$ cat src/hw/rtl/cbm_pkg.sv
`timescale 1ns / 1ps
`default_nettype none

package cbm_pkg;

    // bus access kinds carried in tuser
    typedef enum logic [1:0] {
        FUNC_CPU_READ  = 2'd0,
        FUNC_CPU_WRITE = 2'd1,
        FUNC_PPU       = 2'd2
    } func_t;

    // register and window addresses
    localparam logic [15:0] ADDR_CHR_PRG     = 16'h5000;
    localparam logic [15:0] ADDR_TOGGLE_SET  = 16'h5100;
    localparam logic [15:0] ADDR_TOGGLE_FLIP = 16'h5101;
    localparam logic [15:0] ADDR_PRG_HIGH    = 16'h5200;
    localparam logic [15:0] ADDR_MODE        = 16'h5300;
    localparam logic [15:0] ADDR_STATUS_A    = 16'h5500;
    localparam logic [15:0] ADDR_STATUS_B    = 16'h5501;
    localparam logic [15:0] ADDR_WRAM_LO     = 16'h6000;
    localparam logic [15:0] ADDR_WRAM_HI     = 16'h7FFF;
    localparam logic [15:0] ADDR_SWAP_LO     = 16'h5000;
    localparam logic [15:0] ADDR_SWAP_HI     = 16'h5200;

    // offset bits inside the 8 KiB work ram window
    localparam int unsigned WRAM_OFFSET_W = 13;

    // program bank bits forced on outside extended mode
    localparam logic [5:0] PRG_FORCE_MASK = 6'h03;

    // one accepted bus beat
    typedef struct packed {
        logic        valid;
        func_t       func;
        logic [15:0] address;
        logic [7:0]  data;
    } bus_beat_t;

    // bank mapping after a beat
    typedef struct packed {
        logic       chr_high_bank;
        logic       chr_low_bank;
        logic [5:0] prg_bank;
    } bank_status_t;

endpackage

`default_nettype wire

$ cat src/hw/rtl/cbm_regs.sv
`timescale 1ns / 1ps
`default_nettype none

module cbm_regs (
    input  wire logic                  aclk,
    input  wire logic                  aresetn,
    input  wire cbm_pkg::bus_beat_t    beat,
    output cbm_pkg::bank_status_t      status_next,
    output logic [7:0]                 reg_rdata
);

    logic [5:0] prg_bits_reg, prg_bits_next;
    logic       split_reg, split_next;
    logic       toggle_reg, toggle_next;
    logic       swap_reg, swap_next;
    logic       ext_reg, ext_next;
    logic       a9_reg, a9_next;
    logic       a13_reg, a13_next;
    logic       low_reg, low_next;
    logic       high_reg, high_next;

    logic [7:0] wdata;
    logic       in_swap_range;
    logic       a13;

    // character half banks after a recompute
    function automatic logic [1:0] chr_update(input logic split, input logic a9,
                                              input logic low, input logic high);
        logic [1:0] res;
        res = {low, high};
        if (!split) begin
            res = 2'b01;
        end else if (a9) begin
            res = {low, 1'b1};
        end else begin
            res = {1'b1, high};
        end
        return res;
    endfunction

    assign in_swap_range = (beat.address >= cbm_pkg::ADDR_SWAP_LO)
                        && (beat.address <= cbm_pkg::ADDR_SWAP_HI);
    assign a13 = beat.address[13];

    // optional swap of the two low data bits
    always_comb begin
        wdata = beat.data;
        if (swap_reg && in_swap_range) begin
            wdata = {beat.data[7:2], beat.data[0], beat.data[1]};
        end
    end

    // register update for one beat
    always_comb begin
        prg_bits_next = prg_bits_reg;
        split_next    = split_reg;
        toggle_next   = toggle_reg;
        swap_next     = swap_reg;
        ext_next      = ext_reg;
        a9_next       = a9_reg;
        a13_next      = a13_reg;
        low_next      = low_reg;
        high_next     = high_reg;
        if (beat.valid) begin
            unique case (beat.func)
                cbm_pkg::FUNC_CPU_WRITE: begin
                    unique case (beat.address)
                        cbm_pkg::ADDR_CHR_PRG: begin
                            split_next = wdata[7];
                            prg_bits_next = {prg_bits_reg[5:4], wdata[3:0]};
                            {low_next, high_next} = chr_update(wdata[7], a9_reg,
                                                               low_reg, high_reg);
                        end
                        cbm_pkg::ADDR_TOGGLE_SET: begin
                            toggle_next = wdata[2];
                        end
                        cbm_pkg::ADDR_TOGGLE_FLIP: begin
                            toggle_next = toggle_reg ^ wdata[0];
                        end
                        cbm_pkg::ADDR_PRG_HIGH: begin
                            prg_bits_next = {wdata[1:0], prg_bits_reg[3:0]};
                        end
                        cbm_pkg::ADDR_MODE: begin
                            swap_next = wdata[0];
                            ext_next  = wdata[2];
                        end
                        default: begin
                        end
                    endcase
                end
                cbm_pkg::FUNC_PPU: begin
                    // rising edge of ppu address bit 13 latches bit 9
                    if (!a13_reg && a13) begin
                        a9_next = beat.address[9];
                        {low_next, high_next} = chr_update(split_reg, beat.address[9],
                                                           low_reg, high_reg);
                    end
                    a13_next = a13;
                end
                default: begin
                end
            endcase
        end
    end

    // mapping seen after this beat
    always_comb begin
        status_next.prg_bank      = ext_next ? prg_bits_next
                                             : (prg_bits_next | cbm_pkg::PRG_FORCE_MASK);
        status_next.chr_low_bank  = low_next;
        status_next.chr_high_bank = high_next;
    end

    // status register read
    always_comb begin
        reg_rdata = 8'h00;
        if (beat.func == cbm_pkg::FUNC_CPU_READ
            && (beat.address == cbm_pkg::ADDR_STATUS_A
                || beat.address == cbm_pkg::ADDR_STATUS_B)) begin
            reg_rdata = {5'b00000, ~toggle_reg, 2'b00};
        end
    end

    always_ff @(posedge aclk) begin
        if (!aresetn) begin
            prg_bits_reg <= '0;
            split_reg    <= 1'b0;
            toggle_reg   <= 1'b0;
            swap_reg     <= 1'b0;
            ext_reg      <= 1'b0;
            a9_reg       <= 1'b0;
            a13_reg      <= 1'b0;
            low_reg      <= 1'b0;
            high_reg     <= 1'b1;
        end else begin
            prg_bits_reg <= prg_bits_next;
            split_reg    <= split_next;
            toggle_reg   <= toggle_next;
            swap_reg     <= swap_next;
            ext_reg      <= ext_next;
            a9_reg       <= a9_next;
            a13_reg      <= a13_next;
            low_reg      <= low_next;
            high_reg     <= high_next;
        end
    end

endmodule

`default_nettype wire

$ cat config.mk
export PLATFORM = sky130hd
export DESIGN_NAME = cbm_regs
export DESIGN_NICKNAME = d
export VERILOG_FILES = /design/src/hw/rtl/cbm_pkg.sv /design/src/hw/rtl/cbm_regs.sv
export SDC_FILE = /design/constraint.sdc
export NUM_CORES = 1
export LEC_CHECK = 0
export BUFFER_PORTS_ARGS = -buffer_cell sky130_fd_sc_hd__buf_2
export CAP_MARGIN = 10
export CORE_MARGIN = 2
export CORE_UTILIZATION = 40
export DETAILED_ROUTE_END_ITERATION = 6
export PLACE_DENSITY = 0.75
export SYNTH_ARGS = -nofsm -noshare
export SYNTH_HDL_FRONTEND = slang
export SYNTH_SLANG_ARGS = --single-unit
$ cat constraint.sdc
create_clock -name aclk -period 8.01 [get_ports aclk]
set_clock_uncertainty 0.1 [all_clocks]
set_input_delay 1.602 -clock aclk [delete_from_list [all_inputs] [get_ports aclk]]
set_output_delay 1.602 -clock aclk [all_outputs]
set_load 0.02 [all_outputs]
======== After elaboration in Yosys (flattened, before gate mapping) ========
Index checks and enable logic that the tools add are counted.
word-level totals
  bits in registers ....................... 14
  bits of input ports ..................... 29
cells by class
  $lt $le $gt $ge ......................... 2
  equal/unequal tests ..................... 9
  muxes and demuxes ....................... 22
  bitwise logic cells ..................... 2
  reductions and logical operators ........ 13
operators with widths
  operator              number
  $eq 16x15->1 const B  7
  $ge 16x15->1 const B  1
  $le 16x15->1 const B  1
  $mux 2                6
  $mux 6                2
  $pmux 6 s2            1
  $reduce_and 3->1      4
  $mux 1                9
  $pmux 1 s2            3
  $logic_and 1x1->1     4
  $mux 3                1
  $eq 2x1->1 const B    1
  $eq 2x2->1 const B    1
  $logic_not 2->1       1
  $reduce_and 2->1      1
  $reduce_bool 2->1     1
  $logic_not 1->1       1
  $logic_or 1x1->1      1
  $not 1->1             1
  $xor 1x1->1           1

======== Logic depth before layout (Yosys ltp) ========
Gate-level depths: netlist (run 1).
  depth after elaboration ................. 8
  gate-level depth with buffers ........... 8
  gate-level depth less buffers ........... 7

======== Worst setup path before layout (run 1) ========
No wires, ideal clock.
  path kind ............................... input-to-output
  start point ............................. input port beat[25] (netlist name)
  end point ............................... output port status_next[0] (netlist name)
  arrival ................................. 3.300 ns
  required time ........................... 6.308 ns
  path slack .............................. 3.008 ns
  stages on the path ...................... 7
  path through ............................ inv_1 > ha_1 > nand2_1 > or4_4 > or3_4 > mux2_4 > o21ai_0
RTL lines
  item             RTL line       RTL
  start, declared  cbm_regs.sv:7  input wire cbm_pkg::bus_beat_t beat,
  end, declared    cbm_regs.sv:8  output cbm_pkg::bank_status_t status_next,

==> results of run 1 <==
==> through the flow <==
| step | total power (µW) | std cells |
|---|---|---|
| after floorplan | 90.4 | 137 |
| after global placement | 98.9 | 188 |
| after detailed placement | 99.5 | 188 |
| after CTS | 140 | 191 |
| after global routing | 146 | 191 |
| final | 138 | 191 |
==> cell type report <==
cell class | instances | share of cell area (%)
well taps | 30 | 3.03
multi-input cells | 101 | 56.0
inverters | 9 | 2.73
clock buffers | 3 | 1.82
repair buffers | 34 | 13.8
flip-flops and latches | 14 | 22.6
==> cells in the mapped netlist (all sizes together) (2+ instances only) <==
cell / count
nand4: 2
dfxtp: 14
and2: 5
or3: 3
o31a: 2
inv: 8
and3: 3
a211oi: 7
or2: 3
mux2: 3
a21oi: 5
nor2: 10
o21a: 2
buf: 13
o21ai: 4
nor3: 7
nand2: 7
ha: 3
nand3: 5
==> placed cells by master (no fill, tap or decap), drive strengths merged, types with 2 or more instances in the layout <==
cell	count
buf	34
dfxtp	14
nor2	10
inv	8
nand2	7
a211oi	7
conb	7
nor3	7
nand3	5
a21oi	5
and2	5
o21ai	4
or2	3
and3	3
ha	3
clkbuf	3
or3	3
mux2	3
nand4	2
o21a	2
o31a	2
==> per-layer routing <==
layer | vias up | wire length, µm
met4 | 0 | 36
met1 | 480 | 1080
met3 | 5 | 224
met2 | 60 | 1160
met5 | - | 0
li1 | 528 | -
==> report_power, final <==
part	switching (µW)	total, µW	internal, µW	leakage (µW)
clock	22.1	39.6	17.4	0.0000138
sequential	0.300	70.5	70.2	0.000113
combinational	16.7	27.6	10.9	0.000388
total	39.1	138	98.5	0.000515
==> worst register-to-register path: stages (launching register included) <==
cell,delay (ps)
dfxtp_1,370
or3b_2,490
o31a_2,290
o21a_1,150
a2111oi_0,380
a211oi_1,90
==> worst paths after layout <==
check                              start              to  cells past startpoint
worst min register to register   a13_reg         a13_reg                      2
worst max-delay path            beat[25]  status_next[1]                      9
worst min-delay path             a13_reg         a13_reg                      2
worst max register to register  swap_reg      toggle_reg                      5
==> logic make-up after synthesis <==
logic type,after synthesis,share of synthesized area (%)
AND/OR/NAND/NOR,54,31.2
AO/OA/AOI/OAI,33,22.5
buffers and inverters,22,12.1
flip-flops,14,25.9
multiplexers,4,4.39
adder cells (fa/ha/maj),3,3.47
other,1,0.346
==> out/qor.yml, run 1 <==
end_kind: "output port"
fin_ws_ps: 2730
regArea_um2: 280
status: "complete, no violations"
yosysSeqAreaShare_pct: 25.9
synthTopCellsByArea: "dfxtp_1 (26%), buf_4 (9.0%), a211oi_1 (4.9%)"
final_util_pct: 49.1
postCtsSetupRepairBufs: 0
synth_top_flop_cell: "dfxtp_1"
worstSetupPathType: "primary input to output port"
syn_area_per_cell_um2: 8.26
ys_types: 50
start_util_pct: 42.9
slew_viol_final: 0
cap_violations: 0
grt_busiest_layer: "met2"
hpwlAfterDp_mm: 2.01
wl_per_cell_um: 13.1
syn_to_final_growth_pct: 14.3
antenna_found_initial: 0
synth_largest_area_cell: "dfxtp_1"
synth_area_um2: 1080
crit_buf_inv: 3
final_area_um2: 1240
crit_family: "simple AND/OR/NAND/NOR gates"
r2r_slack_ps: 6010
p_leak_uw: 0.000515
grtUsageMet2_pct: 25.7
dp_worst_setup_slack_ps: 2750
fmax_ghz: 0.189
first_iter_violations: 50
nets: 195
met1_usage_pct: 22.1
num_antenna_cells: 0
finalSetupTns_ps: 0
hold_slack_ps: 384
dieArea_um2: 3140
post-route-drc-count: 0
period_share_pct: 65.9
hold_viol: 0
portBuffers: 34
coreArea_um2: 2520
hp-class: "flop to flop"
cts_tree: "done"
crit_path_top_delay_cell: "or4_4"
ys_warn_count: 0
gp_congestion: 0.892
min_period_ps: 5280
power.density_nw_per_um2: 111
cts_root_buffer: "clkbuf_4"
numCtsBuffers: 3
grt_max_degree: 10
cts_hold_buf: 0
clock-sinks: 14
die_h_um: 56.0
grtUsageMet3_pct: 2.56
synth_edf_count: 0
pin_count: 45
rsz0062_at_grt: "no"
synth.top_cell.area_share_pct: 25.9
async_flop_share_pct: 0
grt_overflow: 0
worst_slew_pin_slew_ps: 542
post_cts_resized: 0
largest_reg_flops: 6
ant_nets: 0
slew_headroom_pct: 63.9
htree_levels: 1
syn_inst: 131
fill_cells: 261
cp_data_arrival_time_ps: 3580
placed_area_um2: 1210
cp.required_ps: 6310
worstPathCellList: "buf_2, inv_1, ha_1, nand2_1, or4_4, or3_4, mux2_4, o21ai_0, buf_2"
grt_pass1_wl_mm: 4.17
worstPathMaxFanout: 5
path_common_cell: "buf_2"
critical-path-max-stage-delay_ps: 450
setup_viol: 0
clkTransAtPathRegs_ps: 80
grt_pass1_vias: 936
viasPerCell: 5.62
track_usage_pct: 16.3
peakVddDrop_uv: 69.4
clock_latency_ps: 270
dieWidth_um: 56.0
startpoint_type: "primary input"
clock_path_buffers: 2
drive_above_1_share_pct: 33.5
multi_input_area_um2: 693
rows: 18
routed_wl_mm: 2.49
synth-seq-cells: 14
dr.pass1.iters: 4
num_vias: 1073
No activity file was read; power rests on OpenSTA's default activity.
==> run 2, diff against run 1 <==
==> constraint.sdc (replaced) <==
create_clock -name aclk -period 5.35 [get_ports aclk]
set_clock_uncertainty 0.1 [all_clocks]
set_input_delay 1.07 -clock aclk [delete_from_list [all_inputs] [get_ports aclk]]
set_output_delay 1.07 -clock aclk [all_outputs]
set_load 0.02 [all_outputs]
==> run 2 against run 1 <==
Against the previous run:
- sequential cell count is the same
- largest power group unchanged
- global-route usage is essentially flat
- critical endpoint unchanged
- sequential share of layout area shrank 0.25 points
- routed wire length shrank 0.64%
- core utilization grew 0.55 points
- clock-buffer cell count grew 1
- clock power grew 96%
- final cell count grew 0.52%
==> out/qor.yml, run 2 (synthesis gave the netlist of run 1 again) <==
slew_viol_final: 0  # unchanged
coreArea_um2: 2520  # unchanged
num_antenna_cells: 0  # unchanged
finalSetupTns_ps: 0  # unchanged
hold_viol: 0  # unchanged
period_share_pct: 79.8
clock_path_buffers: 2  # unchanged
portBuffers: 34  # unchanged
antenna_found_initial: 0  # unchanged
cp_data_arrival_time_ps: 3100  # -480 ps
rr_endpoint: "toggle_reg"
syn_to_final_growth_pct: 15.6
numCtsBuffers: 3  # unchanged
num_vias: 1060  # -1.2%
min_path_cells: 2  # unchanged
end_kind: "output port"
p_switching_uw: 61.7  # +58%
cap_violations: 0  # unchanged
cts_root_buffer: "clkbuf_4"
seqPwrFrac_pct: 47.0  # -4.2 points
post_cts_resized: 0  # unchanged
placed_area_um2: 1210  # unchanged
cts_hold_buf: 0  # unchanged
worstHoldEndpoint: "swap_reg"
clock_latency_ps: 280  # about the same
grt_max_degree: 10  # unchanged
rows: 18  # unchanged
min_from: "swap_reg"
dieArea_um2: 3140  # unchanged
worstPathMaxFanout: 5  # unchanged
p_int_uw: 163  # +65%
hp-class: "flop to flop"
rsz0062_at_grt: "no"
switching_share_pct: 27.5  # -0.96 points
drive_above_1_share_pct: 34.0  # +0.41 points
clock-sinks: 14  # unchanged
p_comb_share_pct: 18.4  # -1.7 points
gp_congestion: 0.893  # +0.10%
postCtsSetupRepairBufs: 0  # unchanged
crit_path_top_delay_cell: "or4_4"
post-route-drc-count: 0  # unchanged
mostFrequentLayoutCell: "buf_2"
final_cell_mix: "buf_2 (34), dfxtp_1 (14), nor2_1 (10)"
path_common_cell: "buf_2"
startpoint_type: "primary input"
clkTransAtPathRegs_ps: 90  # about the same
largest_reg_flops: 6  # unchanged
fmax_ghz: 0.234
fill_cells: 273  # +4.6%
p_leak_uw: 0.000522  # +1.4%
first_iter_violations: 27  # -46%
rr_startpoint: "swap_reg"
peakVddDrop_uv: 110  # +59%
dr.pass1.iters: 4  # unchanged
ant_nets: 0  # unchanged
nets: 195  # unchanged
clockPowerShare_pct: 34.6  # +5.9 points
critical-path-max-stage-delay_ps: 450  # about the same
hpwlAfterDp_mm: 1.99  # -0.98%
die_h_um: 56.0  # unchanged
final_area_um2: 1250  # +1.1%
reg2reg_depth: 5  # unchanged
wl_per_cell_um: 12.9  # -1.2%
min_period_ps: 4270
dieWidth_um: 56.0  # unchanged
fin_ws_ps: 1080  # -1650 ps
r2r_slack_ps: 3350  # -2660 ps
grt_pass1_vias: 947  # +1.2%
start_util_pct: 42.9  # unchanged
cp.required_ps: 4180  # -2130 ps
viasPerCell: 5.52  # -1.7%
power.density_nw_per_um2: 179  # +61%
dp_worst_setup_slack_ps: 1150  # -1600 ps
worstSetupPathType: "primary input to output port"
pin_count: 45  # unchanged
grt_overflow: 0  # unchanged
routed_wl_mm: 2.48  # -0.64%
hold_slack_ps: 394  # +10.1 ps
grt_pass1_wl_mm: 4.15  # -0.67%
track_usage_pct: 16.3  # about the same
htree_levels: 1  # unchanged
status: "complete, no violations"
cts_tree: "done"
worstPathCellList: "buf_2, inv_1, ha_1, nand2_1, or4_4, or3_4, mux2_4, o21ai_0, buf_2"
setup_viol: 0  # unchanged
[run 2: layer usage]
metal	global-route usage [%]	share of wire, %
met3	3.26	7.8
met1	22.1	45
met4	7.14	2.0
met5	0	0
met2	25.0	45
[run 2: power by group through the flow]
stage	sequential, µW	combinational (µW)	clock [µW]
after floorplan	108	27.5	0
after global placement	108	40.2	0
after detailed placement	108	41.0	0
after CTS	106	41.1	80.7
after global routing	106	45.7	87.6
final	106	41.2	77.8
[run 2: critical path: cells and delay by family]
family                   cells  cell delay [ps]
AND/OR/NAND/NOR              3              970
buffers and inverters        3              390
multiplexers                 1              320
adder cells (fa/ha/maj)      1              240
AO/OA/AOI/OAI                1              110
[run 2: stage by stage]
stage / total power [µW] / cells / utilization (%)
finish: 225 / 192 / 49.6
global placement: 148 / 188 / 48.2
detailed placement: 149 / 188 / 48.2
global route: 239 / 192 / 49.6
floorplan: 135 / 137 / -
CTS: 227 / 192 / 49.6
[run 2: area by class of cell]
class                      count  area [µm²]  area share, %
multi-input combinational    101         693           55.4
sequential                    14         280           22.4
timing repair buffer          34         170           13.6
clock buffer                   4        36.3           2.90
tap                           30        37.5           3.00
inverter                       9        33.8           2.70
[run 2: how the worst max path moves through the flow]
stage	startpoint	to	slack, ps	cells after the start
finish	beat[25]	status_next[1]	1080	9
global route	beat[13]	status_next[1]	980	7
global placement	beat[25]	status_next[1]	1160	9
detailed placement	beat[25]	status_next[1]	1150	9
floorplan	beat[25]	status_next[0]	1410	7
CTS	beat[25]	status_next[1]	1090	9
==> run 3, diff against run 2 <==
--- a/config.mk
+++ b/config.mk
@@ -10,7 +10,7 @@
 export CORE_MARGIN = 2
 export CORE_UTILIZATION = 40
 export DETAILED_ROUTE_END_ITERATION = 6
-export PLACE_DENSITY = 0.75
+export PLACE_DENSITY = 0.77
 export SYNTH_ARGS = -nofsm -noshare
 export SYNTH_HDL_FRONTEND = slang
 export SYNTH_SLANG_ARGS = --single-unit
==> constraint.sdc (replaced) <==
create_clock -name aclk -period 3.75 [get_ports aclk]
set_clock_uncertainty 0.1 [all_clocks]
set_input_delay 0.75 -clock aclk [delete_from_list [all_inputs] [get_ports aclk]]
set_output_delay 0.75 -clock aclk [all_outputs]
set_load 0.02 [all_outputs]
==> run 3 against run 2 <==
Against the previous run:
- register-to-register slack got worse by 1600 ps
- critical path depth unchanged
- clock power increased by 41%
- combinational power increased by 44%
- via count increased by 2.5%
- worst setup slack got worse by 910 ps
- largest cell class unchanged
- global-route usage increased by 0.96 points
==> out/qor.yml, run 3 (synthesis gave the netlist of run 1 again) <==
mostFrequentLayoutCell: "buf_2"
portBuffers: 34  # unchanged
startpoint: "beat[25]"
routed_wl_mm: 2.68  # +8.0%
gp_congestion: 0.885  # -0.86%
p_leak_uw: 0.000522  # unchanged
pin_count: 45  # unchanged
startpoint_type: "primary input"
cts_hold_buf: 0  # unchanged
status: "complete, no violations"
worstPathMaxFanout: 5  # unchanged
dieArea_um2: 3140  # unchanged
worstSetupPathType: "primary input to output port"
grt_pass1_wl_mm: 4.41  # +6.3%
largest_reg_flops: 6  # unchanged
reg2reg_depth: 5  # unchanged
clock_latency_ps: 280  # about the same
hpwlAfterDp_mm: 2.16  # +8.6%
cts_root_buffer: "clkbuf_4"
clkTransAtPathRegs_ps: 90  # about the same
place_inst: 188  # unchanged
numCtsBuffers: 3  # unchanged
dr.pass1.iters: 4  # unchanged
grt_pass1_vias: 1024  # +8.1%
min_period_ps: 3580
final_cell_mix: "buf_2 (34), dfxtp_1 (14), nor2_1 (10)"
power.density_nw_per_um2: 256  # +43%
rsz0062_at_grt: "no"
wl_per_cell_um: 13.9  # +8.0%
peakVddDrop_uv: 182  # +65%
clock_path_buffers: 2  # unchanged
clock-sinks: 14  # unchanged
end_kind: "output port"
post-route-drc-count: 0  # unchanged
slew_headroom_pct: 65.9
die_h_um: 56.0  # unchanged
grt_max_degree: 10  # unchanged
slew_viol_final: 0  # unchanged
post_cts_resized: 0  # unchanged
cp-endpoint: "status_next[0]"
start_util_pct: 42.9  # unchanged
grt_overflow: 0  # unchanged
track_usage_pct: 17.3  # +0.96 points
ant_nets: 0  # unchanged
r2r_slack_ps: 1730  # -1620 ps
cp_data_arrival_time_ps: 2730  # -370 ps
hold_slack_ps: 383  # -10.9 ps
worst_slew_pin_slew_ps: 511
antenna_found_initial: 0  # unchanged
cp.required_ps: 2900  # -1280 ps
drive_above_1_share_pct: 34.0  # unchanged
postCtsSetupRepairBufs: 0  # unchanged
instances_no_fill: 192  # unchanged
finalSetupTns_ps: 0  # unchanged
setup_viol: 0  # unchanged
htree_levels: 1  # unchanged
cap_violations: 0  # unchanged
period_share_pct: 95.4
dieWidth_um: 56.0  # unchanged
num_antenna_cells: 0  # unchanged
hold_viol: 0  # unchanged
syn_to_final_growth_pct: 15.6  # unchanged
hp-class: "flop to flop"
coreArea_um2: 2520  # unchanged
num_vias: 1087  # +2.5%
fmax_ghz: 0.279
rr_endpoint: "toggle_reg"
first_iter_violations: 37  # +37%
rr_startpoint: "swap_reg"
viasPerCell: 5.66  # +2.5%
rows: 18  # unchanged
nets: 195  # unchanged
fill_cells: 261  # -4.4%
cts_tree: "done"
run 3: cell counts in the layout (fill, tap and decap cells not counted):
Identical to the previous run, type by type.
run 3: how the worst min path moves through the flow:
| stage | startpoint | endpoint | slack [ps] | depth (start not counted) |
|---|---|---|---|---|
| floorplan | swap_reg | swap_reg | 340 | 2 |
| global placement | a13_reg | a13_reg | 360 | 2 |
| detailed placement | a13_reg | a13_reg | 370 | 2 |
| CTS | a13_reg | a13_reg | 390 | 2 |
| global route | a13_reg | a13_reg | 410 | 2 |
| finish | swap_reg | swap_reg | 380 | 2 |
run 3: power breakdown:
part	leakage, µW	internal [µW]	switching (µW)
sequential	0.000113	150	0.737
clock	0.0000210	59.0	51.0
combinational	0.000388	23.3	35.9
run 3: per-stage QoR:
step / setup WS, ps / utilization (%) / area [µm²] / total power (µW)
detailed placement: 183 / 48.2 / 1210 / 213
global route: 48.6 / 49.6 / 1250 / 337
finish: 171 / 49.6 / 1250 / 320
CTS: 172 / 49.6 / 1250 / 323
global placement: 223 / 48.2 / 1210 / 211
floorplan: 452 / - / 1100 / 193
run 3: worst max-delay path, cell delays in order:
cell and delay [ps]:
buf_2 110, inv_1 70, ha_1 240, nand2_1 120, or4_4 440, or3_4 400, mux2_4 320, o21ai_0 80
buf_2 190
run 3: per-layer routing:
layer	global-route usage, %	part of all wire, %	vias to the layer above
met5	0	0	-
li1	-	-	531
met4	5.78	1.5	0
met1	22.2	43	504
met2	29.4	48	46
met3	2.56	7.0	6
run 3: cell type report:
cell class | instances | area, µm² | share of cell area [%]
flip-flops and latches | 14 | 280 | 22.4
inverters | 9 | 33.8 | 2.70
well taps | 30 | 37.5 | 3.00
multi-input cells | 101 | 693 | 55.4
repair buffers | 34 | 170 | 13.6
clock buffers | 4 | 36.3 | 2.90
